--- src/rtl/core/htfd_pkg.sv ---
// shared types and constants for the humidity and temperature frame decoder
`default_nettype none
package htfd_pkg;

  localparam logic [7:0] CrcPoly = 8'h31;
  localparam logic [7:0] CrcInit = 8'hFF;

  localparam logic [2:0] PosTempHi = 3'd0;
  localparam logic [2:0] PosTempLo = 3'd1;
  localparam logic [2:0] PosTempCrc = 3'd2;
  localparam logic [2:0] PosHumHi = 3'd3;
  localparam logic [2:0] PosHumLo = 3'd4;
  localparam logic [2:0] PosHumCrc = 3'd5;

  localparam logic [1:0] StatusOk = 2'd0;
  localparam logic [1:0] StatusTempCrc = 2'd1;
  localparam logic [1:0] StatusHumCrc = 2'd2;

  localparam logic [10:0] TempScale = 11'd1750;
  localparam logic [9:0] HumScale = 10'd1000;
  localparam logic [11:0] TempOffset = 12'd450;

  typedef struct packed {
    logic [7:0] frame_byte;
    logic       frame_start;
  } in_item_t;

  typedef struct packed {
    logic signed [11:0] temperature_tenths;
    logic [9:0]         humidity_tenths;
    logic [1:0]         frame_status;
  } out_item_t;

  typedef struct packed {
    logic [15:0] temperature_word;
    logic [15:0] humidity_word;
    logic [1:0]  frame_status;
  } job_t;

endpackage
`default_nettype wire

--- src/rtl/core/htfd_front.sv ---
// byte intake: frame position, crc check and word assembly
`default_nettype none
module htfd_front (
  input  wire logic             clk_i,
  input  wire logic             rst_ni,
  input  wire logic             in_valid_i,
  output logic                  in_ready_o,
  input  htfd_pkg::in_item_t    in_data_i,
  output logic                  push_o,
  output htfd_pkg::job_t        job_o,
  input  wire logic             full_i
);

  function automatic logic [7:0] crc8_feed(input logic [7:0] crc, input logic [7:0] b);
    logic [7:0] c;
    c = crc ^ b;
    for (int i = 0; i < 8; i++) begin
      if (c[7]) begin
        c = {c[6:0], 1'b0} ^ htfd_pkg::CrcPoly;
      end else begin
        c = {c[6:0], 1'b0};
      end
    end
    return c;
  endfunction

  logic [2:0]  pos_q, pos_d, pos;
  logic [7:0]  crc_q, crc_d, crc_in;
  logic [15:0] tword_q, tword_d;
  logic [15:0] hword_q, hword_d;
  logic        tgood_q, tgood_d;
  logic        accept;
  logic [7:0]  b;

  assign in_ready_o = !full_i;
  assign accept     = in_valid_i && in_ready_o;
  assign b          = in_data_i.frame_byte;

  always_comb begin
    pos     = (in_data_i.frame_start || pos_q > htfd_pkg::PosHumCrc) ?
              htfd_pkg::PosTempHi : pos_q;
    crc_in  = (pos == htfd_pkg::PosTempHi || pos == htfd_pkg::PosHumHi) ?
              htfd_pkg::CrcInit : crc_q;
    pos_d   = pos_q;
    crc_d   = crc_q;
    tword_d = tword_q;
    hword_d = hword_q;
    tgood_d = tgood_q;
    push_o  = 1'b0;
    job_o.temperature_word = tword_q;
    job_o.humidity_word    = hword_q;
    if (!tgood_q) begin
      job_o.frame_status = htfd_pkg::StatusTempCrc;
    end else if (crc_q != b) begin
      job_o.frame_status = htfd_pkg::StatusHumCrc;
    end else begin
      job_o.frame_status = htfd_pkg::StatusOk;
    end
    if (accept) begin
      pos_d = pos + 3'd1;
      case (pos)
        htfd_pkg::PosTempHi: begin
          crc_d   = crc8_feed(crc_in, b);
          tword_d = {b, tword_q[7:0]};
        end
        htfd_pkg::PosTempLo: begin
          crc_d   = crc8_feed(crc_in, b);
          tword_d = {tword_q[15:8], b};
        end
        htfd_pkg::PosTempCrc: begin
          tgood_d = (crc_q == b);
          crc_d   = htfd_pkg::CrcInit;
        end
        htfd_pkg::PosHumHi: begin
          crc_d   = crc8_feed(crc_in, b);
          hword_d = {b, hword_q[7:0]};
        end
        htfd_pkg::PosHumLo: begin
          crc_d   = crc8_feed(crc_in, b);
          hword_d = {hword_q[15:8], b};
        end
        default: begin
          crc_d  = htfd_pkg::CrcInit;
          pos_d  = htfd_pkg::PosTempHi;
          push_o = 1'b1;
        end
      endcase
    end
  end

  always_ff @(posedge clk_i or negedge rst_ni) begin
    if (!rst_ni) begin
      pos_q   <= htfd_pkg::PosTempHi;
      crc_q   <= htfd_pkg::CrcInit;
      tword_q <= '0;
      hword_q <= '0;
      tgood_q <= 1'b0;
    end else begin
      pos_q   <= pos_d;
      crc_q   <= crc_d;
      tword_q <= tword_d;
      hword_q <= hword_d;
      tgood_q <= tgood_d;
    end
  end

endmodule
`default_nettype wire

--- src/rtl/core/htfd_fifo.sv ---
// two-entry job queue between front and back
`default_nettype none
module htfd_fifo (
  input  wire logic      clk_i,
  input  wire logic      rst_ni,
  input  wire logic      push_i,
  input  htfd_pkg::job_t push_data_i,
  output logic           full_o,
  input  wire logic      pop_i,
  output htfd_pkg::job_t pop_data_o,
  output logic           empty_o
);

  htfd_pkg::job_t mem_q [2];
  logic       wr_ptr_q, rd_ptr_q;
  logic [1:0] count_q;
  logic       do_push, do_pop;

  assign full_o     = (count_q == 2'd2);
  assign empty_o    = (count_q == 2'd0);
  assign do_push    = push_i && !full_o;
  assign do_pop     = pop_i && !empty_o;
  assign pop_data_o = mem_q[rd_ptr_q];

  always_ff @(posedge clk_i) begin
    if (do_push) begin
      mem_q[wr_ptr_q] <= push_data_i;
    end
  end

  always_ff @(posedge clk_i or negedge rst_ni) begin
    if (!rst_ni) begin
      wr_ptr_q <= 1'b0;
      rd_ptr_q <= 1'b0;
      count_q  <= 2'd0;
    end else begin
      if (do_push) begin
        wr_ptr_q <= !wr_ptr_q;
      end
      if (do_pop) begin
        rd_ptr_q <= !rd_ptr_q;
      end
      count_q <= count_q + {1'b0, do_push} - {1'b0, do_pop};
    end
  end

endmodule
`default_nettype wire

--- src/rtl/core/htfd_back.sv ---
// conversion pipeline: scale products, rounded division by full scale, output register
`default_nettype none
module htfd_back (
  input  wire logic            clk_i,
  input  wire logic            rst_ni,
  input  wire logic            empty_i,
  output logic                 pop_o,
  input  htfd_pkg::job_t       job_i,
  output logic                 out_valid_o,
  input  wire logic            out_ready_i,
  output htfd_pkg::out_item_t  out_data_o
);

  // nearest integer to x / 65535, x below 2^27
  function automatic logic [11:0] div_fs_round(input logic [26:0] x);
    logic [28:0] z;
    logic [28:0] s;
    z = {2'b0, x} + 29'd32767;
    s = z + {16'b0, z[28:16]} + 29'd1;
    return s[27:16];
  endfunction

  logic        s1_valid_q;
  logic [26:0] tprod_q;
  logic [25:0] hprod_q;
  logic [1:0]  s1_status_q;
  logic        out_valid_q;
  htfd_pkg::out_item_t out_q;
  logic        out_free, s1_move;
  logic [11:0] tq;
  logic [11:0] hq;

  assign out_free    = !out_valid_q || out_ready_i;
  assign s1_move     = s1_valid_q && out_free;
  assign pop_o       = !empty_i && (!s1_valid_q || out_free);
  assign out_valid_o = out_valid_q;
  assign out_data_o  = out_q;

  assign tq = div_fs_round(tprod_q);
  assign hq = div_fs_round({1'b0, hprod_q});

  always_ff @(posedge clk_i) begin
    if (pop_o) begin
      tprod_q     <= 27'(job_i.temperature_word) * 27'(htfd_pkg::TempScale);
      hprod_q     <= 26'(job_i.humidity_word) * 26'(htfd_pkg::HumScale);
      s1_status_q <= job_i.frame_status;
    end
    if (s1_move) begin
      out_q.frame_status <= s1_status_q;
      if (s1_status_q == htfd_pkg::StatusOk) begin
        out_q.temperature_tenths <= $signed(tq - htfd_pkg::TempOffset);
        out_q.humidity_tenths    <= hq[9:0];
      end else begin
        out_q.temperature_tenths <= '0;
        out_q.humidity_tenths    <= '0;
      end
    end
  end

  always_ff @(posedge clk_i or negedge rst_ni) begin
    if (!rst_ni) begin
      s1_valid_q  <= 1'b0;
      out_valid_q <= 1'b0;
    end else begin
      if (pop_o) begin
        s1_valid_q <= 1'b1;
      end else if (s1_move) begin
        s1_valid_q <= 1'b0;
      end
      if (s1_move) begin
        out_valid_q <= 1'b1;
      end else if (out_ready_i) begin
        out_valid_q <= 1'b0;
      end
    end
  end

endmodule
`default_nettype wire

--- src/rtl/core/humidity_temp_frame_decoder.sv ---
// top level of the humidity and temperature measurement frame decoder
//
// input channel (in_valid_i/in_ready_o/in_data_i): one frame byte per
// transaction, in the order temperature high, low, crc, humidity high, low, crc;
// frame_start forces the byte to be taken as the first of a new frame.
// output channel (out_valid_o/out_ready_i/out_data_o): one transaction per
// complete frame with temperature and humidity in tenths, or zeros and a
// nonzero status when a crc-8 check fails.
// throughput: one byte per cycle while the queue is not full; the front
// handles crc and framing for each byte as it is taken.
// after the sixth byte is taken, the job passes through the queue, the
// scale multiply register, then rounded division into the output register.
// a two-entry queue sits between front and back; when the receiver stalls the
// back holds its result and the queue fills, and in_ready_o drops only once
// the queue is full.
// reset clears frame position, crc state and all valid flags.
`default_nettype none
module humidity_temp_frame_decoder (
  input  wire logic               clk_i,
  input  wire logic               rst_ni,
  input  wire logic               in_valid_i,
  output logic                    in_ready_o,
  input  htfd_pkg::in_item_t      in_data_i,
  output logic                    out_valid_o,
  input  wire logic               out_ready_i,
  output htfd_pkg::out_item_t     out_data_o
);

  logic           push, full, pop, empty;
  htfd_pkg::job_t push_job, pop_job;

  htfd_front u_front (
    .clk_i      (clk_i),
    .rst_ni     (rst_ni),
    .in_valid_i (in_valid_i),
    .in_ready_o (in_ready_o),
    .in_data_i  (in_data_i),
    .push_o     (push),
    .job_o      (push_job),
    .full_i     (full)
  );

  htfd_fifo u_fifo (
    .clk_i       (clk_i),
    .rst_ni      (rst_ni),
    .push_i      (push),
    .push_data_i (push_job),
    .full_o      (full),
    .pop_i       (pop),
    .pop_data_o  (pop_job),
    .empty_o     (empty)
  );

  htfd_back u_back (
    .clk_i       (clk_i),
    .rst_ni      (rst_ni),
    .empty_i     (empty),
    .pop_o       (pop),
    .job_i       (pop_job),
    .out_valid_o (out_valid_o),
    .out_ready_i (out_ready_i),
    .out_data_o  (out_data_o)
  );

endmodule
`default_nettype wire

--- config.mk ---
export PLATFORM = sky130hd
export DESIGN_NAME = humidity_temp_frame_decoder
export DESIGN_NICKNAME = d
export VERILOG_FILES = /design/src/rtl/core/htfd_pkg.sv /design/src/rtl/core/htfd_front.sv /design/src/rtl/core/htfd_fifo.sv /design/src/rtl/core/htfd_back.sv /design/src/rtl/core/humidity_temp_frame_decoder.sv
export SDC_FILE = /design/constraint.sdc
export NUM_CORES = 1
export LEC_CHECK = 0
export ABC_AREA = 1
export BUFFER_PORTS_ARGS = -buffer_cell sky130_fd_sc_hd__buf_4
export CORE_ASPECT_RATIO = 1.2
export CORE_MARGIN = 8
export CORE_UTILIZATION = 40
export CTS_BUF_LIST = sky130_fd_sc_hd__clkbuf_4
export CTS_CLUSTER_DIAMETER = 100
export DETAILED_ROUTE_END_ITERATION = 6
export GPL_TIMING_DRIVEN = 0
export PLACE_DENSITY = 0.53
export SLEW_MARGIN = 20
export SYNTH_ARGS = -nofsm -noshare
export SYNTH_HDL_FRONTEND = slang
export SYNTH_SLANG_ARGS = --single-unit
--- constraint.sdc ---
create_clock -name clk_i -period 16.9 [get_ports clk_i]
set_input_delay 1.69 -clock clk_i [delete_from_list [all_inputs] [get_ports clk_i]]
set_output_delay 1.69 -clock clk_i [all_outputs]
set_load 0.01 [all_outputs]
Word level (Yosys, flattened, before mapping)
Memories as Yosys holds them, arrays and structs flattened.
Cells that the tools add are included.
{"block": "op_classes", "n_addsub": 10, "muxes": 101, "shifts": 0, "multipliers": 2, "n_reduce_logical": 26, "magnitude_cmp": 1, "bitwise_logic": 34, "n_eq_ne": 7, "div": 0}
{"cell": "8-bit 2-to-1 mux", "count": 57}
{"cell": "6-bit 2-to-1 mux", "count": 29}
{"cell": "3-bit inverter", "count": 29}
{"cell": "16-bit one-hot mux with 2 select lines", "count": 2}
{"cell": "8-bit one-hot mux with 4 select lines", "count": 1}
{"cell": "27-bit by 15-bit adder with 28-bit output, second input constant", "count": 1}
{"cell": "28-bit by 1-bit adder with 28-bit output, second input constant", "count": 1}
{"cell": "28-bit by 13-bit adder with 28-bit output", "count": 1}
{"cell": "26-bit by 15-bit adder with 27-bit output, second input constant", "count": 1}
{"cell": "26-bit by 1-bit adder with 26-bit output, second input constant", "count": 1}
{"cell": "26-bit by 11-bit adder with 26-bit output", "count": 1}
{"cell": "16-bit by 10-bit multiplier with 26-bit output, second input constant", "count": 1}
{"cell": "16-bit by 7-bit multiplier with 23-bit output, second input constant", "count": 1}
{"cell": "3-bit AND reduction", "count": 4}
{"cell": "12-bit by 9-bit subtractor with 12-bit output, second input constant", "count": 1}
{"cell": "8-bit == test", "count": 1}
{"cell": "1-bit 2-to-1 mux", "count": 8}
{"cell": "8-bit inequality test", "count": 1}
{"cell": "8-bit bitwise XOR", "count": 1}
{"cell": "3-bit by 2-bit == test with 1-bit output, second input constant", "count": 2}
{"cell": "1-bit logical NOT", "count": 6}
{"cell": "3-bit 2-to-1 mux", "count": 2}
{"cell": "1-bit logical AND", "count": 5}
{"cell": "5-bit OR reduction", "count": 1}
{"cell": "14 further kinds", "count": 23}
{"block": "totals", "inputBits": 13, "latch_bits": 0, "word_cells": 200, "ramBits": 68, "out_inout_bits": 26, "romBits": 0, "reg_bits": 125, "n_memories": 1}
{"name": "u_fifo.mem_q", "words": 2, "width": 34, "read_ports": 1, "rd_clocked_by_memory_dff": 0, "write_ports": 1, "line": "htfd_fifo.sv:14", "rtl": "htfd_pkg::job_t mem_q [2];"}

Depth between registers and ports, before layout
Gate-level depths: netlist of run 1.
{"block": "depth", "depth_word": 38, "ltp_mapped": 28, "depth_no_buf": 28}

Hierarchy
Synthesis of run 1 repeated with hierarchy kept, for this count alone.
{"block": "hier_totals", "cells_unflattened": 1654, "hier_area_um2": 15818.9}
{"module": "htfd_back", "seq_area_each_um2": 2302.2, "instances": 1, "area_each_um2": 10717.8, "cells_per_inst": 1155}
{"module": "htfd_fifo", "seq_area_each_um2": 2142.1, "instances": 1, "area_each_um2": 2767.7, "cells_per_inst": 211}
{"module": "htfd_front", "seq_area_each_um2": 1111.1, "instances": 1, "area_each_um2": 2333.5, "cells_per_inst": 288}

Worst setup path before layout of run 1
Ideal clock, no wire load.
{"block": "synth_timing", "path_kind": "register to register", "start": "reg u_fifo.rd_ptr_q", "end": "reg u_back.tprod_q[23], data pin", "slack_ns": 11.204, "setup_time_ns": 0.259, "arrival_time_ns": 5.437, "stages_incl_launch_ff": 26, "n_path_buf": 3, "required_ns": 16.641, "period_less_slack_ns": 5.696, "cell_sequence": "dfrtp_1 clkbuf_1 inv_1 buf_1 buf_1 nand2_1 nand2_1 ha_1 fa_1 inv_1 fa_1 inv_1 fa_1 inv_1 fa_1 inv_1 ha_1 nand2_1 nor4_1 a21oi_1 o21ai_0 nand3_1 nand2_1 nand3_1 nand2_1 xor2_1"}
{"block": "synth_via", "elab_chain_cells": 2}
{"element": "start: declaration", "line": "htfd_fifo.sv:15", "rtl": "logic wr_ptr_q, rd_ptr_q;"}
{"element": "start signal: assignment", "line": "htfd_fifo.sv:41", "rtl": "rd_ptr_q <= !rd_ptr_q;"}
{"element": "memory read 2 x 34 bit"}
{"element": "16-bit by 10-bit multiplier with 26-bit output", "line": "htfd_back.sv:44", "rtl": "tprod_q <= 27'(job_i.temperature_word) * 27'(htfd_pkg::TempScale);"}
{"element": "end signal: assignment", "line": "htfd_back.sv:44"}
{"element": "end: declaration", "line": "htfd_back.sv:24", "rtl": "logic [26:0] tprod_q;"}
Every way passes these cells.
A chain may end at the register's enable or synchronous reset.

Worst setup path after layout of run 1
Ends and elaborated chain as after synthesis.

==> reports/qor.csv, run 1 <==
metric;value;unit
clkTransAtPathRegs;210;ps
async_flop_share;25.9;%
drt.antenna.violating_nets;0;
io_buffers;38;
nNetsFinal;1967;
via_per_inst;4.77;
cap_violations;0;
grt_overflow_total;0;
netlist_top_cells_area;edfxtp_1 (28%), fa_1 (15%), ha_1 (13%), nand2_1 (7.5%), dfrtp_1 (6.8%);
initial_core_util;40.2;%
cts-root-buf;clkbuf_4;
post_drt_wl_per_cell;14.1;microns
synth_seq_cells;193;
timing.setup.tns;0;ps
drt-total-wl;30700;microns
num_rows;79;
hold_start;u_front.tword_q[2]$_DFFE_PN0P_;
dp_hpwl;25300;microns
yosys.area.top_type;edfxtp_1;
path_max_fanout;10;
cts_tree;built;
fmax;143;MHz
hold_viol;0;
fin_crit;7020;ps
grtUsageTotal;14.2;%
crit_family;adder cells;
cts_resized;0;
synthToLayoutAreaGrowth;8.59;%
syn-num-nets;1906;
startpoint;u_fifo.rd_ptr_q$_DFFE_PN0P_;
clock_latency;640;ps
dr_total_vias;10400;
cpMaxStageDelayCell;fa_1;
clk_path_buf_depth;2;
ys_types;52;
maxSlewHeadroom;36.4;%
period_share;41.5;%
design.core.area;0.0385;sq mm
critPathBufInv;8;
setup_ws;9880;ps
dieHeight;231;microns
path_class;reg -> reg;
io_pins;39;
critical_path.max_stage_delay;550;ps
postCtsHoldBufs;0;
h-tree-depth;4;
fill_cells;3663;
cts_buffers;17;
grt_max_degree;51;
pre_cts_slack;9860;ps
slew_viol_final;0;
fin_skew;44.8;ps
grt_pass1_vias;10700;
synthFlopType;edfxtp_1;
setup_viol;0;
grt_setup_unrepaired;no;
status;finished clean;
drt_pre_antenna_iters;4;
syn_area;0.0154;sq mm
cts.sinks;193;
grt_pass1_wl;52200;microns
synth_top_area_share;27.8;%
drc;0;
post_cts.repair.setup_buffers;0;
tightest_slew;944;ps
antenna_found_initial;1;
min-delay-path-class;reg -> reg;
die_x;195;microns
yosysSeqAreaShare;36.0;%
drt_iter0_markers;424;
avgSynthCellArea;9.58;sq um
layout-drive-gt1-share;9.25;%
worst_r2r_startpoint;u_fifo.rd_ptr_q$_DFFE_PN0P_;
critPathLaunchType;flop;
critPathArrivalTime;7500;ps
cp.required;17390;ps
crit_path_end_kind;flop;
die-area;0.0452;sq mm
synth_edf_count;143;
synthCells;1612;
gp_congestion;0.849;
ys_warn_count;0;
cells in the mapped netlist (all sizes together) (11+ instances only):
library cell / number
nor2: 125
nand3: 54
or2: 15
xor2: 67
nor3: 18
a21oi: 80
edfxtp: 143
fa: 115
nand4: 16
clkbuf: 11
dfrtp: 42
inv: 272
o21ai: 78
ha: 166
nand2: 325
xnor2: 34
worst paths after layout:
| check | end | slack, ps | cells after the start |
|---|---|---|---|
| min in group asynchronous | u_front.hword_q[1]$_DFFE_PN0P_ | 1050 | 1 |
| max in group asynchronous | u_front.hword_q[11]$_DFFE_PN0P_ | 15370 | 1 |
| hold reg to reg | u_fifo.mem_q[0][20]$_DFFE_PP_ | 490 | 0 |
| setup / recovery | u_back.tprod_q[23]$_DFFE_PP_ | 9880 | 25 |
| setup reg to reg | u_back.tprod_q[23]$_DFFE_PP_ | 9880 | 25 |
| hold / removal | u_fifo.mem_q[0][20]$_DFFE_PP_ | 490 | 0 |
cells by family (layout without fill, tap and decap cells):
family          count (synthesis)  after routing  synth area share, %
xor+xnor                      101            101                 5.87
buf+inv                       286            360                 7.02
flops                         193            193                 36.0
other cells                     0              1                    0
simple gates                  564            564                 16.2
fa+ha+maj                     281            281                 28.4
compound gates                187            187                 6.55
state kept, by name (all words and copies together) (netlist names), 2 cells and up:
name	count
u_fifo.mem_q	68
u_back.tprod_q	26
u_back.out_data_o	24
u_back.hprod_q	23
u_front.hword_q	16
u_front.tword_q	16
u_front.crc_q	8
u_front.pos_q	3
u_back.s1_status_q	2
u_fifo.count_q	2
layout by cell type (no fill, tap or decap), types with 10 or more instances in the layout:
| master | n |
|---|---|
| nand2_1 | 309 |
| clkbuf_4 | 18 |
| nand4_1 | 16 |
| fa_1 | 115 |
| a21oi_1 | 77 |
| inv_1 | 263 |
| buf_4 | 38 |
| ha_1 | 166 |
| o21ai_0 | 70 |
| nand2_2 | 13 |
| nand3_1 | 52 |
| edfxtp_1 | 143 |
| nor2_1 | 104 |
| nor3_1 | 16 |
| xnor2_1 | 34 |
| dfrtp_1 | 42 |
| or2_2 | 15 |
| clkbuf_1 | 10 |
| nor2_2 | 11 |
| xor2_1 | 64 |
final cells by class:
class,count,area (sq um),share of cell area (%)
multi-input combinational,1133,8830,52.7
inverter,273,1030,6.12
buffer,13,58.8,0.351
tap,486,608,3.63
sequential,193,5560,33.1
clock inverter,14,166,0.992
antenna,1,2.50,0.0149
timing repair buffer,42,388,2.31
clock buffer,18,135,0.806
per-layer routing:
| metal | global-route usage, % | vias up | routed length (microns) |
|---|---|---|---|
| li1 | - | 5352 | - |
| met1 | 17.0 | 4872 | 13900 |
| met2 | 25.8 | 117 | 15500 |
| met3 | 2.26 | 29 | 773 |
| met4 | 4.29 | 0 | 508 |
| met5 | 0 | - | 0 |
per-stage QoR:
step | cells | area (sq um) | hold WS [ps] | utilization, %
3_3_place_gp | 2136 | 16300 | 441 | 42.5
3_5_place_dp | 2140 | 16500 | 456 | 42.8
6_report | 2173 | 16800 | 487 | 43.6
4_1_cts | 2172 | 16800 | 493 | 43.6
5_1_grt | 2173 | 16800 | 505 | 43.6
2_1_floorplan | 1612 | 15400 | 427 | -
Power of run 1 is not shown: default switching activity piles up to over one toggle a cycle in this logic, so the estimate is an artifact.
==> run 2, diff against run 1 <==
--- a/config.mk
+++ b/config.mk
@@ -5,7 +5,7 @@
 export SDC_FILE = /design/constraint.sdc
 export NUM_CORES = 1
 export LEC_CHECK = 0
-export ABC_AREA = 1
+export ABC_AREA = 0
 export BUFFER_PORTS_ARGS = -buffer_cell sky130_fd_sc_hd__buf_4
 export CORE_ASPECT_RATIO = 1.2
 export CORE_MARGIN = 8
==> constraint.sdc (replaced) <==
create_clock -name clk_i -period 7.2 [get_ports clk_i]
set_input_delay 0.72 -clock clk_i [delete_from_list [all_inputs] [get_ports clk_i]]
set_output_delay 0.72 -clock clk_i [all_outputs]
set_load 0.01 [all_outputs]
==> reports/qor.csv, run 2 <==
metric;value;unit;change
status;finished clean;;
dp_hpwl;23500;microns;-7.2%
worstReg2RegEnd;u_back.tprod_q[26]$_DFFE_PP_;;
seq_area;0.00556;sq mm;unchanged
synthMuxAreaShare;5.19;%;+5.2 points
fill_cells;3528;;-3.7%
period_share;93.0;%;+51 points
cts-root-buf;clkbuf_4;;
gp_congestion;0.836;;-1.4%
syn_area;0.0152;sq mm;-1.7%
synth_top_area_share;28.3;%;+0.49 points
grt_pass1_vias;9794;;-8.5%
avgSynthCellArea;11.5;sq um;+20%
drt.antenna.violating_nets;0;;unchanged
utilization;43.9;%;+0.32 points
via_per_inst;4.93;;+3.3%
worst_r2r_path_depth;22;;-12%
largest_reg_flops;68;;unchanged
die-area;0.0445;sq mm;-1.6%
multi_input_area;0.00889;sq mm;+0.64%
cp.required;7560;ps;-9830 ps
yosys.area.top_type;edfxtp_1;;
die_x;194;microns;-0.79%
design.core.area;0.0376;sq mm;-2.3%
cts_buffers;17;;unchanged
grt_setup_unrepaired;no;;
synth_edf_count;143;;unchanged
setup_viol;0;;unchanged
yosysSeqAreaShare;36.6;%;+0.63 points
h-tree-depth;4;;unchanged
path_max_fanout;10;;unchanged
synth_seq_cells;193;;unchanged
drt_pre_antenna_iters;5;;+1
yosys.cell_count.top_type;inv_1;;
final_common_cell;inv_1;;
grtUsageTotal;13.5;%;-0.69 points
clkTransAtPathRegs;180;ps;-30 ps
cap_violations;0;;unchanged
crit_path_end_kind;flop;;
antenna_found_initial;1;;unchanged
syn-num-nets;1619;;-15%
min-delay-path-class;in -> async;;
fmax;149;MHz;+4.8%
layout-drive-gt1-share;12.2;%;+3.0 points
ys_warn_count;0;;unchanged
r2r_slack;510;ps;-9380 ps
slew_viol_final;0;;unchanged
num_rows;78;;-1.3%
initial_core_util;40.4;%;+0.23 points
clk_path_buf_depth;2;;unchanged
synthCells;1325;;-18%
dieHeight;229;microns;-0.80%
io_pins;39;;unchanged
final_cell_mix;inv_1 (179), ha_1 (166), edfxtp_1 (143), fa_1 (115), nor2_1 (90);;
fin_crit;6690;ps;-323 ps
worst_r2r_startpoint;u_fifo.rd_ptr_q$_DFFE_PN0P_;;
tightest_slew;756;ps;-188 ps
post_drt_wl_per_cell;15.4;microns;+8.8%
post_cts.repair.setup_buffers;0;;unchanged
synthToLayoutAreaGrowth;8.76;%;
synth-xor-area-share;6.98;%;+1.1 points
dr_total_vias;9260;;-11%
yosys-top-cells-count;inv_1 (179), ha_1 (166), edfxtp_1 (143);;
postCtsHoldBufs;0;;unchanged
synth_adder_area_share;28.9;%;+0.50 points
grt_max_degree;51;;unchanged
path_class;reg -> reg;;
fin_skew;30.1;ps;-14.7 ps
grt_overflow_total;0;;unchanged
netlist_top_cells_area;edfxtp_1 (28%), fa_1 (15%), ha_1 (14%), dfrtp_1 (6.9%), inv_1 (4.4%);;
maxSlewHeadroom;49.5;%;+13 points
hold_viol;0;;unchanged
synthFlopType;edfxtp_1;;
grt_pass1_wl;49100;microns;-6.0%
clock_latency;600;ps;-40 ps
critPathArrivalTime;7050;ps;-450 ps
synthSimpleGateAreaFrac;10.0;%;-6.2 points
drt_iter0_markers;286;;-33%
cts.sinks;193;;unchanged
synth_compound_area_share;7.21;%;+0.66 points
drt-total-wl;28900;microns;-6.0%
nNetsFinal;1677;;-15%
io_buffers;36;;-5.3%
async_flop_share;25.9;%;unchanged
drc;0;;unchanged
critPathLaunchType;flop;;
ys_types;77;;+48%
synth_top_family_by_area;adder cells;;
cts_tree;built;;
regMostFlops;u_fifo.mem_q;;
## run 2: changes by cell type after synthesis, moves of 14 or more
cell / before / now
o21ai_0: 71 / 30
inv_1: 264 / 179
xnor2_1: 34 / 69
nor2b_1: 0 / 14
nand2_1: 309 / 54
mux2_2: 0 / 58
a21oi_1: 78 / 40
nand3_1: 52 / 24
nor2_1: 106 / 91
## run 2: cells by family (layout without fill, tap and decap cells)
kind of cell    after synthesis  count (layout)
other cells                   0               2
xor+xnor                    121             121
simple gates                297             297
buf+inv                     202             273
compound gates              160             160
mux                          71              71
flops                       193             193
fa+ha+maj                   281             281
## run 2: repair_timing
action                                  4_1_cts  5_1_grt
cloned                                        0        0
endpoints found under the hold margin         0        0
endpoints found under the setup margin        3        3
resized for setup                             6        3
## run 2: per-stage QoR
stage                     TNS (ps)  cell area (sq um)  setup WS, ps  instances  hold slack, ps
after CTS                        0              16500          36.5       1877            68.7
after global routing             0              16500          20.9       1878             110
final                            0              16500           506       1878             132
after floorplan                  0              15200           886       1325             417
after detailed placement      -431              16200          -341       1845             450
after global placement        -340              16000          -310       1841             442
## run 2: worst max-delay path by stage
stage               slack [ps]                           end  depth (start not counted)                        start
floorplan                  890  u_back.tprod_q[26]$_DFFE_PP_                         23  u_fifo.rd_ptr_q$_DFFE_PN0P_
global placement          -310  u_back.tprod_q[26]$_DFFE_PP_                         22  u_fifo.rd_ptr_q$_DFFE_PN0P_
detailed placement        -340  u_back.tprod_q[26]$_DFFE_PP_                         22  u_fifo.rd_ptr_q$_DFFE_PN0P_
CTS                         40  u_back.tprod_q[26]$_DFFE_PP_                         23  u_fifo.rd_ptr_q$_DFFE_PN0P_
finish                     510  u_back.tprod_q[26]$_DFFE_PP_                         22  u_fifo.rd_ptr_q$_DFFE_PN0P_
global route                20  u_back.tprod_q[26]$_DFFE_PP_                         22  u_fifo.rd_ptr_q$_DFFE_PN0P_
## run 2: layer usage
metal	track usage (%)	routed length [microns]	up-vias
li1	-	-	4721
met1	17.1	13700	4445
met2	23.8	14200	83
met3	2.27	777	11
met4	3.35	211	0
met5	0	0	-
## run 2: worst max-delay path, cell delays in order (launching register included)
cell	delay, ps
dfrtp_1	570
clkbuf_4	360
mux2i_1	400
inv_1	210
ha_1	410
fa_1	520
fa_1	520
fa_1	550
inv_1	50
fa_1	490
inv_1	40
ha_1	270
clkbuf_1	190
nand4_1	160
nor2_1	70
and3_1	180
nand3_1	80
nand2_1	70
o31a_1	330
o311ai_1	340
a21oi_1	160
o41a_1	340
xnor2_1	140
## run 2: area by class of cell
type                            count  area share [%]
Antenna cell                        2          0.0303
Buffer                             21           0.629
Clock buffer                       18           0.819
Clock inverter                     14            1.01
Inverter                          180            4.09
Multi-Input combinational cell    930            53.8
Sequential cell                   193            33.7
Tap cell                          480            3.64
Timing Repair Buffer               40            2.30
Power of run 2 is left out for the same reason.
==> run 3, diff against run 2 <==
--- a/config.mk
+++ b/config.mk
@@ -14,7 +14,7 @@
 export CTS_CLUSTER_DIAMETER = 100
 export DETAILED_ROUTE_END_ITERATION = 6
 export GPL_TIMING_DRIVEN = 0
-export PLACE_DENSITY = 0.53
+export PLACE_DENSITY = 0.55
 export SLEW_MARGIN = 20
 export SYNTH_ARGS = -nofsm -noshare
 export SYNTH_HDL_FRONTEND = slang
==> constraint.sdc (replaced) <==
create_clock -name clk_i -period 6.05 [get_ports clk_i]
set_input_delay 0.605 -clock clk_i [delete_from_list [all_inputs] [get_ports clk_i]]
set_output_delay 0.605 -clock clk_i [all_outputs]
set_load 0.01 [all_outputs]
==> reports/qor.csv, run 3 (synthesized netlist as in run 2, its figures left out) <==
metric;value;unit;change
status;finished clean;;
layout-drive-gt1-share;16.2;%;+3.9 points
period_share;96.6;%;+3.7 points
final_common_cell;inv_1;;
min-delay-path-class;in -> reg;;
cts.sinks;193;;unchanged
h-tree-depth;4;;unchanged
regMostFlops;u_fifo.mem_q;;
tightest_slew;667;ps;-89.5 ps
post_drt_wl_per_cell;15.5;microns;+0.83%
maxSlewHeadroom;55.2;%;+5.7 points
dieHeight;229;microns;unchanged
antenna_found_initial;1;;unchanged
cts_tree;built;;
hold_slack;248;ps;+115 ps
clkTransAtPathRegs;180;ps;about the same
dp_hpwl;23400;microns;-0.32%
drc;0;;unchanged
initial_core_util;40.4;%;unchanged
hold_viol;0;;unchanged
grt_max_degree;51;;unchanged
drt_pre_antenna_iters;5;;unchanged
critical_path.max_stage_delay;560;ps;about the same
fmax;171;MHz;+15%
dr_total_vias;9451;;+2.1%
largest_reg_flops;68;;unchanged
design.core.area;0.0376;sq mm;unchanged
final_cell_mix;inv_1 (169), ha_1 (154), edfxtp_1 (143), fa_1 (115), nor2_1 (90);;
fin_skew;27.1;ps;-3.03 ps
cp.required;6430;ps;-1130 ps
crit_path_end_kind;flop;;
clk_path_buf_depth;2;;unchanged
io_buffers;36;;unchanged
crit_chain;buf_8 > buf_12 > mux2_4 > buf_4 > ha_1 > fa_1 > inv_1 > fa_1 > fa_1 > inv_1 > fa_1 > ha_4 > inv_1 > nor2_1 > and3_1 > nand3_1 > nand2_1 > o31a_1 > o311ai_4 > a21oi_2 > o41a_1 > xnor2_2;;
crit_family;adder cells;;
slew_viol_final;0;;unchanged
cts_buffers;17;;unchanged
io_pins;39;;unchanged
grt_pass1_wl;49500;microns;+0.75%
path_max_fanout;10;;unchanged
clock_latency;620;ps;+20 ps
die-area;0.0445;sq mm;unchanged
die_x;194;microns;unchanged
gp_congestion;0.830;;-0.73%
num_rows;78;;unchanged
cap_violations;0;;unchanged
grt_pass1_vias;9872;;+0.80%
grtUsageTotal;13.6;%;+0.094 points
cpMaxStageDelayCell;fa_1;;
multi_input_area;0.00919;sq mm;+3.4%
grt_overflow_total;0;;unchanged
setup_viol;0;;unchanged
drt.antenna.violating_nets;0;;unchanged
via_per_inst;4.97;;+0.83%
drt-total-wl;29500;microns;+2.1%
nNetsFinal;1701;;+1.4%
cts-root-buf;clkbuf_4;;
seq_area;0.00556;sq mm;unchanged
critPathBufInv;6;;+1
synthToLayoutAreaGrowth;12.5;%;
fill_cells;3495;;-0.94%
cp_common_cell;fa_1;;
critPathLaunchType;flop;;
drt_iter0_markers;399;;+40%
critPathArrivalTime;6220;ps;-830 ps
path_class;reg -> reg;;
fin_crit;5850;ps;-848 ps
-- run 3: final cells by class --
cell class / instances / area share (%)
clock buffer: 17 / 0.748
inverter: 180 / 3.99
buffer: 20 / 0.858
antenna: 1 / 0.0147
timing repair buffer: 65 / 3.46
tap: 480 / 3.52
clock inverter: 15 / 1.01
sequential: 193 / 32.5
multi-input combinational: 930 / 53.9
-- run 3: worst min-delay path: stages --
cell and delay, ps:
buf_4 80, nand2b_1 110, nand2_1 50
-- run 3: path summary, 6_finish.rpt --
path / from / to / slack (ps) / depth (start not counted)
hold / removal: out_ready_i / u_back.out_valid_o$_DFFE_PN0P_ / 250 / 3
setup reg to reg: u_fifo.rd_ptr_q$_DFFE_PN0P_ / u_back.tprod_q[26]$_DFFE_PP_ / 200 / 22
hold reg to reg: u_front.tword_q[11]$_DFFE_PN0P_ / u_fifo.mem_q[0][29]$_DFFE_PP_ / 490 / 0
min in group asynchronous: rst_ni / u_front.hword_q[2]$_DFFE_PN0P_ / 550 / 2
setup / recovery: u_fifo.rd_ptr_q$_DFFE_PN0P_ / u_back.tprod_q[26]$_DFFE_PP_ / 200 / 22
max in group asynchronous: rst_ni / u_front.tword_q[11]$_DFFE_PN0P_ / 5040 / 2
-- run 3: stage by stage --
stage	utilization, %	std cells	worst slack [ps]	TNS, ps	cell area (sq um)
2_1_floorplan	-	1325	115	0	15200
3_3_place_gp	42.7	1841	-823	-4090	16100
3_5_place_dp	43.2	1846	-843	-4520	16200
4_1_cts	44.6	1884	6.33	0	16800
5_1_grt	45.4	1901	-19.4	-33.8	17100
6_report	45.4	1901	205	0	17100
-- run 3: timing repair --
item	in CTS	in global routing
setup buffers	7	16
endpoints found under the hold margin	42	0
endpoints found under the setup margin	12	8
resized for setup	40	34
pin swaps	2	18
hold buffers	1	0
gates cloned	0	0
-- run 3: layer usage --
layer	wire length, microns	global-route usage [%]
met4	705	4.73
met3	711	2.22
met5	0	0
met2	14500	23.7
met1	13500	16.9
Power of run 3 is left out for the same reason.
